--- src/rtl/cet_pkg.sv ---
// ----------------------------------------------------------------------------
// cet_pkg
// Shared constants and types for the compacting entry table.
// ----------------------------------------------------------------------------
package cet_pkg;

	localparam int MAX_ENTRIES = 16;
	localparam int ENTRY_WIDTH = 64;

	localparam int OP_W   = 2;
	localparam int IDX_W  = 8;
	localparam int DATA_W = 64;
	localparam int CNT_OUT_W = 5;

	localparam int CNT_W  = $clog2(MAX_ENTRIES + 1);
	localparam int ADDR_W = (MAX_ENTRIES > 1) ? $clog2(MAX_ENTRIES) : 1;

	typedef enum logic [OP_W-1:0] {
		OP_READ   = 2'd0,
		OP_WRITE  = 2'd1,
		OP_DELETE = 2'd2,
		OP_CLEAR  = 2'd3
	} op_t;

	typedef struct packed {
		logic                   we;
		logic [ADDR_W-1:0]      waddr;
		logic [ENTRY_WIDTH-1:0] wdata;
		logic [ADDR_W-1:0]      raddr;
	} mem_req_t;

endpackage

--- src/rtl/cet_mem.sv ---
// ----------------------------------------------------------------------------
// cet_mem
// Entry storage: one write port, one read port, registered read data.
// ----------------------------------------------------------------------------
module cet_mem (
	input  logic                            clk,
	input  cet_pkg::mem_req_t               req,
	output logic [cet_pkg::ENTRY_WIDTH-1:0] rdata
);

	logic [cet_pkg::ENTRY_WIDTH-1:0] mem [cet_pkg::MAX_ENTRIES];

	always_ff @(posedge clk) begin
		if (req.we) begin
			mem[req.waddr] <= req.wdata;
		end
		rdata <= mem[req.raddr];
	end

endmodule

--- src/rtl/cet_ctrl.sv ---
// ----------------------------------------------------------------------------
// cet_ctrl
// Request sequencer: decodes operations, owns the live count, walks the
// shift-down loop of a delete through the storage, and registers results.
// ----------------------------------------------------------------------------
module cet_ctrl (
	input  logic                            clk,
	input  logic                            arst_n,
	input  logic                            start,
	output logic                            busy,
	input  logic [cet_pkg::OP_W-1:0]        operation,
	input  logic [cet_pkg::IDX_W-1:0]       index,
	input  logic [cet_pkg::DATA_W-1:0]      entry_data,
	output logic                            done,
	output logic                            ok,
	output logic [cet_pkg::DATA_W-1:0]      read_data,
	output logic [cet_pkg::CNT_OUT_W-1:0]   entry_count,
	output cet_pkg::mem_req_t               mem_req,
	input  logic [cet_pkg::ENTRY_WIDTH-1:0] mem_rdata
);

	typedef enum logic [3:0] {
		S_IDLE  = 4'b0001,
		S_RD    = 4'b0010,
		S_SH_RD = 4'b0100,
		S_SH_WR = 4'b1000
	} state_t;

	state_t                      state_q;
	logic [cet_pkg::CNT_W-1:0]   count_q;
	logic [cet_pkg::ADDR_W-1:0]  ptr_q;
	logic                        done_q;
	logic                        ok_q;
	logic [cet_pkg::DATA_W-1:0]  rdata_q;

	logic                        accept;
	cet_pkg::op_t                op;
	logic [cet_pkg::IDX_W-1:0]   count_ext;
	logic                        in_range;
	logic                        can_append;
	logic                        wr_ok;
	logic [cet_pkg::ADDR_W-1:0]  idx_addr;
	logic [cet_pkg::ADDR_W-1:0]  ptr_next;
	logic                        del_more;
	logic                        sh_more;

	assign accept     = start && (state_q == S_IDLE);
	assign busy       = (state_q != S_IDLE);
	assign op         = cet_pkg::op_t'(operation);
	assign count_ext  = cet_pkg::IDX_W'(count_q);
	assign in_range   = (index < count_ext);
	assign can_append = (index == count_ext) &&
		(count_q < cet_pkg::CNT_W'(cet_pkg::MAX_ENTRIES));
	assign wr_ok      = in_range || can_append;
	assign idx_addr   = cet_pkg::ADDR_W'(index);
	assign ptr_next   = ptr_q + cet_pkg::ADDR_W'(1);
	assign del_more   = (cet_pkg::CNT_W'(index) + cet_pkg::CNT_W'(1)) < count_q;
	assign sh_more    = (cet_pkg::CNT_W'(ptr_q) + cet_pkg::CNT_W'(2)) < count_q;

	always_comb begin
		mem_req = '0;
		mem_req.raddr = idx_addr;
		unique case (state_q)
			S_IDLE: begin
				mem_req.we    = accept && (op == cet_pkg::OP_WRITE) && wr_ok;
				mem_req.waddr = idx_addr;
				mem_req.wdata = cet_pkg::ENTRY_WIDTH'(entry_data);
			end
			S_RD: begin
			end
			S_SH_RD: begin
				mem_req.raddr = ptr_next;
			end
			S_SH_WR: begin
				mem_req.we    = 1'b1;
				mem_req.waddr = ptr_q;
				mem_req.wdata = mem_rdata;
			end
			default: begin
			end
		endcase
	end

	always_ff @(posedge clk or negedge arst_n) begin
		if (!arst_n) begin
			state_q <= S_IDLE;
			count_q <= '0;
			done_q  <= 1'b0;
		end else begin
			done_q <= 1'b0;
			unique case (state_q)
				S_IDLE: begin
					if (accept) begin
						unique case (op)
							cet_pkg::OP_READ: begin
								if (in_range) state_q <= S_RD;
								else done_q <= 1'b1;
							end
							cet_pkg::OP_WRITE: begin
								if (can_append) count_q <= count_q + cet_pkg::CNT_W'(1);
								done_q <= 1'b1;
							end
							cet_pkg::OP_DELETE: begin
								if (in_range && del_more) begin
									state_q <= S_SH_RD;
								end else begin
									if (in_range) count_q <= count_q - cet_pkg::CNT_W'(1);
									done_q <= 1'b1;
								end
							end
							cet_pkg::OP_CLEAR: begin
								count_q <= '0;
								done_q  <= 1'b1;
							end
							default: begin
							end
						endcase
					end
				end
				S_RD: begin
					state_q <= S_IDLE;
					done_q  <= 1'b1;
				end
				S_SH_RD: begin
					state_q <= S_SH_WR;
				end
				S_SH_WR: begin
					if (sh_more) begin
						state_q <= S_SH_RD;
					end else begin
						state_q <= S_IDLE;
						count_q <= count_q - cet_pkg::CNT_W'(1);
						done_q  <= 1'b1;
					end
				end
				default: state_q <= S_IDLE;
			endcase
		end
	end

	// result payload and shift pointer
	always_ff @(posedge clk) begin
		unique case (state_q)
			S_IDLE: begin
				if (accept) begin
					ptr_q   <= idx_addr;
					rdata_q <= '0;
					unique case (op)
						cet_pkg::OP_READ:   ok_q <= in_range;
						cet_pkg::OP_WRITE:  ok_q <= wr_ok;
						cet_pkg::OP_DELETE: ok_q <= in_range;
						cet_pkg::OP_CLEAR:  ok_q <= 1'b1;
						default:            ok_q <= 1'b0;
					endcase
				end
			end
			S_RD: begin
				rdata_q <= cet_pkg::DATA_W'(mem_rdata);
			end
			S_SH_RD: begin
			end
			S_SH_WR: begin
				ptr_q <= ptr_next;
			end
			default: begin
			end
		endcase
	end

	assign done        = done_q;
	assign ok          = ok_q;
	assign read_data   = rdata_q;
	assign entry_count = cet_pkg::CNT_OUT_W'(count_q);

endmodule

--- src/rtl/compacting_entry_table_unit.sv ---
// ----------------------------------------------------------------------------
// compacting_entry_table_unit
// Densely packed table of entry words with a live count.
// ----------------------------------------------------------------------------
// Usage:
//   Request channel: drive operation, index and entry_data with start high;
//   the word is taken at a rising edge where start is high and busy is low.
//   Result channel: done pulses for one cycle with ok, read_data and
//   entry_count; the receiver must take it in that cycle.
// Sequencing (from the accept edge):
//   write, clear, failed request and single-step delete: done is high
//   in the cycle after the accept edge; successful read: the registered
//   memory read comes first, then the S_RD state; delete at index i with
//   count n moves n-1-i entries down, each through an S_SH_RD read state
//   and then an S_SH_WR write state.
// Throughput: one request at a time; busy is high until the result is
//   issued, and a new word may be taken in the cycle done is high.
// Reset: arst_n clears the count and the sequencer; stored words are
//   undefined and are only reachable after being written.
// ----------------------------------------------------------------------------
module compacting_entry_table_unit (
	input  logic                          clk,
	input  logic                          arst_n,
	input  logic                          start,
	output logic                          busy,
	input  logic [cet_pkg::OP_W-1:0]      operation,
	input  logic [cet_pkg::IDX_W-1:0]     index,
	input  logic [cet_pkg::DATA_W-1:0]    entry_data,
	output logic                          done,
	output logic                          ok,
	output logic [cet_pkg::DATA_W-1:0]    read_data,
	output logic [cet_pkg::CNT_OUT_W-1:0] entry_count
);

	cet_pkg::mem_req_t               mem_req;
	logic [cet_pkg::ENTRY_WIDTH-1:0] mem_rdata;

	cet_ctrl u_ctrl (
		.clk         (clk),
		.arst_n      (arst_n),
		.start       (start),
		.busy        (busy),
		.operation   (operation),
		.index       (index),
		.entry_data  (entry_data),
		.done        (done),
		.ok          (ok),
		.read_data   (read_data),
		.entry_count (entry_count),
		.mem_req     (mem_req),
		.mem_rdata   (mem_rdata)
	);

	cet_mem u_mem (
		.clk   (clk),
		.req   (mem_req),
		.rdata (mem_rdata)
	);

	a_count_bound: assert property (@(posedge clk) disable iff (!arst_n)
		entry_count <= cet_pkg::CNT_OUT_W'(cet_pkg::MAX_ENTRIES))
		else $error("entry count above capacity");

	a_quick_ops: assert property (@(posedge clk) disable iff (!arst_n)
		start && !busy && (operation == cet_pkg::OP_WRITE ||
		operation == cet_pkg::OP_CLEAR) |=> done)
		else $error("write or clear did not finish in one cycle");

	a_fail_zero: assert property (@(posedge clk) disable iff (!arst_n)
		done && !ok |-> read_data == '0)
		else $error("failed request carries read data");

	a_busy_done: assert property (@(posedge clk) disable iff (!arst_n)
		$fell(busy) |-> done)
		else $error("sequencer went idle without a result");

endmodule

--- config.mk ---
export PLATFORM = sky130hd
export DESIGN_NAME = compacting_entry_table_unit
export DESIGN_NICKNAME = d
export VERILOG_FILES = /design/src/rtl/cet_pkg.sv /design/src/rtl/cet_mem.sv /design/src/rtl/cet_ctrl.sv /design/src/rtl/compacting_entry_table_unit.sv
export SDC_FILE = /design/constraint.sdc
export NUM_CORES = 1
export LEC_CHECK = 0
export BUFFER_PORTS_ARGS = -buffer_cell sky130_fd_sc_hd__buf_2
export CORE_MARGIN = 3
export CORE_UTILIZATION = 45
export DETAILED_ROUTE_END_ITERATION = 16
export PLACE_DENSITY = 0.63
export SLEW_MARGIN = 20
export SYNTH_ARGS = -nofsm -noshare
export SYNTH_HDL_FRONTEND = slang
export SYNTH_SLANG_ARGS = --single-unit
export TNS_END_PERCENT = 5
--- constraint.sdc ---
create_clock -name clk -period 9.45 [get_ports clk]
set_input_delay 0 -clock clk [delete_from_list [all_inputs] [get_ports clk]]
set_output_delay 0 -clock clk [all_outputs]
set_load 0.01 [all_outputs]
== Word-level counts from Yosys, hierarchy flattened ==
Memory sizes are Yosys's and may differ from the RTL's. A register that Yosys moved wholly into a read port is not among the register bits.
Cells that the tools add are included.
Storage, ports and cells
  flip-flop bits (word level): 79
  input port bits: 77
  memories kept: 1
  logic and storage cells: 78
  output and inout port bits: 72
  memory bits (writable): 1024
Memory list
  u_mem.mem: depth 16, bits a word 64, read ports 1, clocked after Yosys merged registers in 1, wr ports 1, RTL line cet_mem.sv:11  | logic [cet_pkg::ENTRY_WIDTH-1:0] mem [cet_pkg::MAX_ENTRIES];
Operators by class
  reductions and logical operators: 16
  order comparisons: 4
  eq/ne operators: 18
  muxes and demuxes: 28
  add/sub/neg operators: 5
Operators by type and width (number)
  69-bit one-hot mux with 2 select lines: 1
  64-bit one-hot mux with 2 select lines: 1
  64-bit two-way mux: 1
  5-bit two-way mux: 5
  4-bit two-way mux: 5
  4-bit one-hot mux with 2 select lines: 2
  5-bit one-hot mux with 3 select lines: 1
  4-bit one-hot mux with 3 select lines: 1
  5-bit by 1-bit adder with 5-bit output (second input constant): 2
  5-bit less-than comparator: 2
  5-bit one-hot mux with 2 select lines: 1
  3-bit by 2-bit inequality test with 1-bit output (second input constant): 3
  3-bit inequality test (second input constant): 3
  1-bit one-hot mux with 3 select lines: 3
  8-bit by 5-bit == test with 1-bit output: 1
  8-bit by 5-bit less-than comparator with 1-bit output: 1
  7-bit AND reduction: 1
  1-bit two-way mux: 6
  2-bit AND reduction: 3
  4-bit by 2-bit adder with 5-bit output (second input constant): 1
  1-bit logical AND: 5
  5-bit less-than comparator (second input constant): 1
  5-bit by 1-bit subtractor with 5-bit output (second input constant): 1
  4-bit by 1-bit adder with 4-bit output (second input constant): 1
  16 further kinds: 19

== Depth between registers and ports, before layout ==
Gate-level depths: netlist (run 1).
  depth in word-level cells: 7
  gate-level depth with buffers: 10
  depth with buffers taken out: 10

== Hierarchy ==
From an unflattened synthesis (run 1), not the netlist that was laid out.
Second synthesis, totals
  cell total of the unflattened synthesis: 2030
  area total of the unflattened synthesis: 44039.7 µm²
Modules (own cells, without submodules)
  cet_mem: cells each 1647, area an instance 39581.7 µm², sequential area each 32030.7 µm², times used 1
  cet_ctrl: cells each 383, area an instance 4458.0 µm², sequential area each 2323.5 µm², times used 1

== Worst setup path before layout (run 1) ==
Ideal clock, no wire load.
  kind: register to register
  start: reg u_ctrl.count_q, in the netlist u_ctrl.entry_count[3]
  end: mem u_mem.mem[1][0] (netlist bit), enable pin
  setup time: 565 ps
  stages on the path, launching flop included: 10
  path buffers: 1
  required time: 8885 ps
  arrival time: 6194 ps
  path slack: 2691 ps
  period minus slack after synthesis: 6759 ps
  cells stage by stage: dfrtp_1 clkbuf_1 inv_1 ha_1 a21o_1 a21oi_1 a21oi_1 o22ai_1 nand2_1 nor3_1
On the way
  word-level cells in the longest chain between the ends: 7
  elaborated cells on any way between the ends: 9
  classes of those cells: order compare (2); eq/ne (1); mux (3); reduce/logical (3)
Ends and longest elaborated chain
  from (decl): RTL line cet_ctrl.sv:30  | logic [cet_pkg::CNT_W-1:0] count_q;
  from (signal assigned): RTL line cet_ctrl.sv:100  | if (can_append) count_q <= count_q + cet_pkg::CNT_W'(1);
  from (signal assigned): RTL line cet_ctrl.sv:107  | if (in_range) count_q <= count_q - cet_pkg::CNT_W'(1);
  from (signal assigned): RTL line cet_ctrl.sv:132  | count_q <= count_q - cet_pkg::CNT_W'(1);
  parallel branches: the longest is 2 deep, another holds 8-bit by 5-bit less-than comparator with 1-bit output
  1-bit logical OR *: RTL line cet_ctrl.sv:54  | assign wr_ok = in_range || can_append;
  1-bit logical AND *: RTL line cet_ctrl.sv:65  | mem_req.we = accept && (op == cet_pkg::OP_WRITE) && wr_ok;
  69-bit one-hot mux with 2 select lines *: RTL line cet_ctrl.sv:63  | unique case (state_q)
  1-bit two-way mux *: RTL line cet_mem.sv:14  | if (req.we) begin
  1-bit two-way mux (not written as such) *: RTL line cet_mem.sv:15  | mem[req.waddr] <= req.wdata;
  to (decl): RTL line cet_mem.sv:11
Every way passes the cells marked *.

== Final worst setup path (run 1) ==
  start: reg u_ctrl.state_q[0]
  end: mem u_mem.mem[10][41] (netlist bit), enable pin
On the way
  word-level cells in the longest chain between the ends: 7
  elaborated cells on any way between the ends: 8
  classes of those cells: eq/ne (2); mux (3); reduce/logical (3)
Ends and longest elaborated chain
  from (decl): RTL line cet_ctrl.sv:29  | state_t state_q;
  from (signal assigned): RTL line cet_ctrl.sv:86  | state_q <= S_IDLE;
  from (signal assigned): RTL line cet_ctrl.sv:96  | if (in_range) state_q <= S_RD;
  from (signal assigned): RTL line cet_ctrl.sv:105  | state_q <= S_SH_RD;
  4-bit by 1-bit == test with 1-bit output: RTL line cet_ctrl.sv:47, cet_ctrl.sv:63
  1-bit logical AND: RTL line cet_ctrl.sv:47  | assign accept = start && (state_q == S_IDLE);
  1-bit logical AND (2 in series): RTL line cet_ctrl.sv:65
  69-bit one-hot mux with 2 select lines *: RTL line cet_ctrl.sv:63
  1-bit two-way mux: RTL line cet_mem.sv:14
  1-bit two-way mux (not written as such): RTL line cet_mem.sv:15
Mark *: on every way between the ends. The rest lies on a longest branch, timed or not.

==> flow_metrics.py, run 1 <==
metrics = {
    "floorplanning": {
        "fp.dieArea_um2": 103000,
        "die_y_um": 321,
        "die_w_um": 321,
        "placementRows": 114,
        "start_util_pct": 45.8,
        "coreArea_um2": 97600,
        "pin_count": 149,
    },
    "synthesis": {
        "synth.distinct_cells": 55,
        "synth_area_um2": 44700,
        "synth.top_cells.by_area": "edfxtp_1, nand2_1, mux4_2",
        "synth_top_cell_area_share_pct": 73.4,
        "ys.flop_type": "edfxtp_1",
        "yosys_warnings": 0,
        "synth_top_area_cell": "edfxtp_1",
        "synthCells": 2807,
        "syn_nets": 2903,
        "synth-seq-area-share_pct": 76.9,
        "synth.avg_cell_area_um2": 15.9,
        "ys_top_cells_by_count": "edfxtp_1, nand2_1, a21oi_1",
        "synth_edf_count": 1093,
        "synth-seq-cells": 1167,
        "ys_async_sr_fraction_pct": 0.857,
        "yosysMostFrequentCell": "edfxtp_1",
    },
    "power": {
        "irDropWorstVdd_mv": 0.156,
        "power.leakage_nw": 17.4,
        "p_per_area_nw_per_um2": 239,
    },
    "timing": {
        "hold_ws_ps": 28.1,
        "setup_viol": 0,
        "worst_pin_slew_ps": 1150,
        "fin_worst_skew_ps": 29.5,
        "rsz0062_at_grt": "false",
        "finalMaxSlewViolations": 0,
        "fmax_ghz": 0.207,
        "hold_viol": 0,
        "slew_headroom_pct": 23.6,
        "finalCriticalPeriod_ps": 4830,
        "fin_crit_sh_pct": 51.2,
        "setup_slack_ps": 4620,
        "finalSetupTns_ps": 0,
    },
    "place": {
        "dpl_worst_slack_ps": 4730,
        "finalWeightedCongestion": 0.771,
        "place_inst": 4108,
        "placed_area_um2": 47000,
        "port_buffers": 148,
        "hpwl_um": 52300,
    },
    "worst_setup_path": {
        "end_kind": "flop",
        "cp-start-kind": "flop",
        "path_max_fanout": 71,
        "worst-setup-path-type": "flop to flop",
        "required_ps": 9750,
        "cp.arrival_ps": 5130,
    },
    "clock_tree": {
        "htreeDepth": 3,
        "cts_setup_buffers": 0,
        "clockBufferDepth": 3,
        "cts_sinks": 1167,
        "clockRootBuffer": "clkbuf_16",
        "clkLatencyLatePin_ps": 690,
        "tritoncts": "yes",
        "numCtsBuffers": 114,
        "clk_pin_slew_worst_paths_ps": 60,
    },
    "finish": {
        "num-nets-final": 3068,
        "synthToLayoutAreaGrowth_pct": 13.8,
        "post_route_cells_drive_above_1_share_pct": 14.8,
        "fillers": 7853,
        "fin_area_um2": 50900,
        "final_cells": 4347,
    },
    "routing": {
        "drt_wl_total_um": 104000,
        "vias": 25100,
        "ant_nets": 0,
        "viasPerCell": 5.78,
        "drc_errors": 0,
        "drt-initial-drc-count": 2164,
        "firstDrtPassIters": 7,
        "routedWlPerCell_um": 23.8,
    },
    "global_routing": {
        "grt_max_degree": 167,
        "grt_remaining_overflow": 0,
        "grt_pass1_wl_um": 156000,
        "grt_pass1_vias": 25400,
        "antenna_found_initial": 2,
        "grt_use_total_pct": 19.9,
    },
    "outcome": {
        "outcome": "complete, no violations",
    },
    "hold_path": {
        "worstHoldPathType": "primary input to flop",
    },
    "job": {
        "maxCapViolCount": 0,
    },
}
==> worst max-delay path: stages (launching register included) <==
cell and delay, ps:
dfstp_2 640, nor2b_1 290, and2_4 940, nand4b_1 240, o32ai_1 530, nand2_1 380, nor2_4 600, buf_4 770
==> final timing paths <==
path / slack [ps] / start / depth (start not counted) / endpoint
worst max-delay path: 4620 / u_ctrl.state_q[0] / 7 / u_mem.mem[10][41]
worst min-delay path: 30 / entry_data[10] / 2 / u_mem.mem[8][10]
worst max register to register: 4620 / u_ctrl.state_q[0] / 7 / u_mem.mem[10][41]
worst min register to register: 520 / u_mem.rdata[6] / 1 / u_ctrl.read_data[6]
max in group asynchronous: 8730 / arst_n / 3 / u_ctrl.state_q[0]
min in group asynchronous: 350 / arst_n / 3 / u_ctrl.entry_count[3]
==> what timing repair did <==
item                                   4_1_cts  5_1_grt
gates resized for setup                      0        0
endpoints found under the hold margin      131        0
hold buffers                                24        0
==> cell families after synthesis <==
group,Yosys count,share of synthesized area [%]
compound gates,372,5.95
xor+xnor,7,0.137
fa+ha+maj,19,0.532
buf+inv,181,1.63
flops,1167,76.9
mux,198,6.23
simple gates,863,8.66
==> cell usage in the layout, fill, tap and decap left out, types with 20 or more instances in the layout <==
cell type | netlist | final
a32oi_1 | 64 | 64
nand4_1 | 64 | 64
mux2i_1 | 132 | 129
buf_4 | 0 | 41
mux4_2 | 64 | 64
a21oi_1 | 143 | 142
edfxtp_1 | 1093 | 1093
clkbuf_1 | 127 | 39
nand2_1 | 535 | 534
and2_1 | 67 | 66
a22o_1 | 65 | 65
clkbuf_16 | 0 | 115
buf_2 | 39 | 148
dlygate4sd3_1 | 0 | 24
a221oi_1 | 66 | 66
nand3_1 | 135 | 135
clkinv_2 | 0 | 20
dfxtp_1 | 64 | 64
==> final cells by class <==
type                            instances  area, um2  area share (%)
Multi-Input combinational cell       1459       9860            19.4
Inverter                               10       37.5          0.0738
Antenna cell                            1       2.50         0.00492
Timing Repair Buffer                  220       1390            2.72
Clock inverter                         51        478           0.940
Sequential cell                      1167      34400            67.5
Clock buffer                          163       3150            6.19
Tap cell                             1276       1600            3.14
==> flip-flops by register name, indices dropped and copies added (netlist names) <==
register            count
u_ctrl.done             1
u_ctrl.entry_count      5
u_ctrl.ok               1
u_ctrl.ptr_q            4
u_ctrl.read_data       64
u_ctrl.state_q          4
u_mem.mem            1024
u_mem.rdata            64
==> where the power goes <==
group          switching (W)  internal, W
combinational        0.00106     0.000378
sequential         0.0000808      0.00625
clock                0.00184      0.00253
total                0.00298      0.00915
==> stage by stage <==
stage / util, % / power [W]
after floorplan: - / 0.00730
after global placement: 48.1 / 0.00780
after detailed placement: 48.1 / 0.00787
after CTS: 52.1 / 0.0122
after global routing: 52.1 / 0.0126
final: 52.1 / 0.0121
==> per-layer routing <==
metal  share of wire [%]  vias up  global-route usage [%]  routed length, um
met5                   0        -                       0                  0
li1                    -    11200                       -                  -
met1                  43    12900                    27.0              44100
met3                 7.0      169                    3.60               7260
met4                 2.3        0                    5.89               2360
met2                  48      857                    33.0              49800
Note: power is estimated with default switching activity, not from simulation.
==> run 2, diff against run 1 <==
clock period = 4.55 ns   (was 9.45 ns; I/O delays follow)
==> flow_metrics.py, run 2 (same netlist as run 1, synthesis figures left out) <==
metrics = {
    "worst_setup_path": {
        "rr_worst_depth": 8,
        "slowest_stage": "nor2_4",
        "worst-setup-path-type": "flop to flop",
        "cp.arrival_ps": 4180,
        "crit_path_start": "u_ctrl.state_q[0]",
        "cp-start-kind": "flop",
        "r2r-end": "u_mem.mem[14][47]",
        "r2r_slack_ps": 730,
        "endpoint": "u_mem.mem[14][47]",
        "cp_top_family": "simple AND/OR/NAND/NOR gates",
        "max_stage_delay_ps": 780,
        "end_kind": "flop",
        "path_max_fanout": 31,
        "required_ps": 4920,
        "timing.critical_path.cells": "nor2b_1 -> and2_4 -> buf_4 -> a21oi_1 -> o32ai_1 -> nand2_1 -> nor2_4 -> buf_12",
        "cp_num_cells": 8,
        "crit_buf_inv": 2,
        "r2r-start": "u_ctrl.state_q[0]",
    },
    "clock_tree": {
        "tritoncts": "yes",
        "clk_pin_slew_worst_paths_ps": 60,
        "numCtsBuffers": 112,
        "clkLatencyLatePin_ps": 690,
        "clockBufferDepth": 3,
        "clockRootBuffer": "clkbuf_16",
        "cts_setup_buffers": 0,
        "cts_sinks": 1167,
        "htreeDepth": 3,
    },
    "place": {
        "hpwl_um": 55400,
        "port_buffers": 148,
        "dpl_worst_slack_ps": 756,
        "placed_area_um2": 47500,
        "finalWeightedCongestion": 0.811,
    },
    "finish": {
        "largest_reg_flops": 1024,
        "synthToLayoutAreaGrowth_pct": 15.4,
        "largest-register": "u_mem.mem",
        "layout_common_cells": "edfxtp_1, nand2_1, buf_2, a21oi_1, nand3_1",
        "final_common_cell": "edfxtp_1",
        "fin_area_um2": 51600,
        "fillers": 7703,
        "num-nets-final": 3092,
        "post_route_cells_drive_above_1_share_pct": 16.0,
    },
    "timing": {
        "hold_ws_ps": 25.1,
        "fin_crit_sh_pct": 83.9,
        "fmax_ghz": 0.262,
        "rsz0062_at_grt": "false",
        "setup_slack_ps": 734,
        "worst_pin_slew_ps": 956,
        "setup_viol": 0,
        "finalCriticalPeriod_ps": 3820,
        "finalMaxSlewViolations": 0,
        "fin_worst_skew_ps": 24.0,
        "slew_headroom_pct": 36.1,
        "hold_viol": 0,
    },
    "global_routing": {
        "antenna_found_initial": 2,
        "grt_remaining_overflow": 0,
        "grt_use_total_pct": 21.0,
        "top_usage_layer": "met2",
        "grt_pass1_wl_um": 162000,
        "grt_util_met1_pct": 30.1,
        "grt_pass1_vias": 25400,
        "grt_max_degree": 130,
        "gr-usage-met2_pct": 33.8,
        "use_met3_pct": 3.20,
    },
    "routing": {
        "firstDrtPassIters": 5,
        "drc_errors": 0,
        "vias": 25700,
        "routedWlPerCell_um": 25.0,
        "ant_nets": 0,
        "viasPerCell": 5.88,
        "drt_wl_total_um": 109000,
        "drt-initial-drc-count": 2750,
    },
    "job": {
        "maxCapViolCount": 0,
    },
    "floorplanning": {
        "placementRows": 114,
        "coreArea_um2": 97600,
        "start_util_pct": 45.8,
        "die_y_um": 321,
        "die_w_um": 321,
        "fp.dieArea_um2": 103000,
        "pin_count": 149,
    },
    "outcome": {
        "outcome": "complete, no violations",
    },
    "hold_path": {
        "worstHoldPathType": "primary input to flop",
    },
    "power": {
        "p_per_area_nw_per_um2": 497,
        "irDropWorstVdd_mv": 0.312,
        "power.leakage_nw": 17.7,
    },
}
## run 2: where the power goes
| part | leakage, nW | switching [W] | internal, W |
|---|---|---|---|
| clock network | 1.85 | 0.00397 | 0.00545 |
| registers | 10.6 | 0.000185 | 0.0130 |
| logic | 5.21 | 0.00225 | 0.000833 |
## run 2: worst reg2reg max path: stages, from the launching register on
cell and delay (ps):
dfstp_2 650, nor2b_1 300, and2_4 210, buf_4 440, a21oi_1 170, o32ai_1 280, nand2_1 350, nor2_4 780
buf_12 290
## run 2: worst min path at each step
stage | from | cells past startpoint | end | slack (ps)
finish | entry_data[53] | 2 | u_mem.mem[12][53] | 30
global route | entry_data[43] | 2 | u_mem.mem[3][43] | 30
CTS | entry_data[54] | 2 | u_mem.mem[0][54] | 0.8
detailed placement | arst_n | 1 | u_ctrl.entry_count[2] | -120
global placement | arst_n | 1 | u_ctrl.done | -130
floorplan | arst_n | 0 | u_ctrl.done | -300
## run 2: layout make-up
type,instances,area [um2],area share (%)
clock inverter,67,762,1.48
tap,1276,1600,3.09
sequential,1167,34400,66.6
timing repair buffer,246,1900,3.68
multi-input combinational,1459,9900,19.2
clock buffer,145,3050,5.91
antenna,2,5.00,0.00970
inverter,10,37.5,0.0727
## run 2: per-layer routing
layer / vias to the layer above / wire length [um]
li1: 11300 / -
met1: 13200 / 46500
met2: 1071 / 51900
met3: 157 / 8690
met4: 0 / 2210
met5: - / 0
## run 2: timing repair
| action | CTS | global route |
|---|---|---|
| endpoints found under the hold margin | 260 | 0 |
| resized for setup | 0 | 0 |
| hold buffers | 33 | 0 |
## run 2: stage by stage
step	utilization (%)	TNS (ps)	std cells	power, W
after floorplan	-	-436480	2807	0.0152
after global placement	48.6	0	4125	0.0163
after detailed placement	48.6	0	4125	0.0164
after CTS	52.9	0	4370	0.0258
after global routing	52.9	0	4370	0.0266
final	52.9	0	4372	0.0257
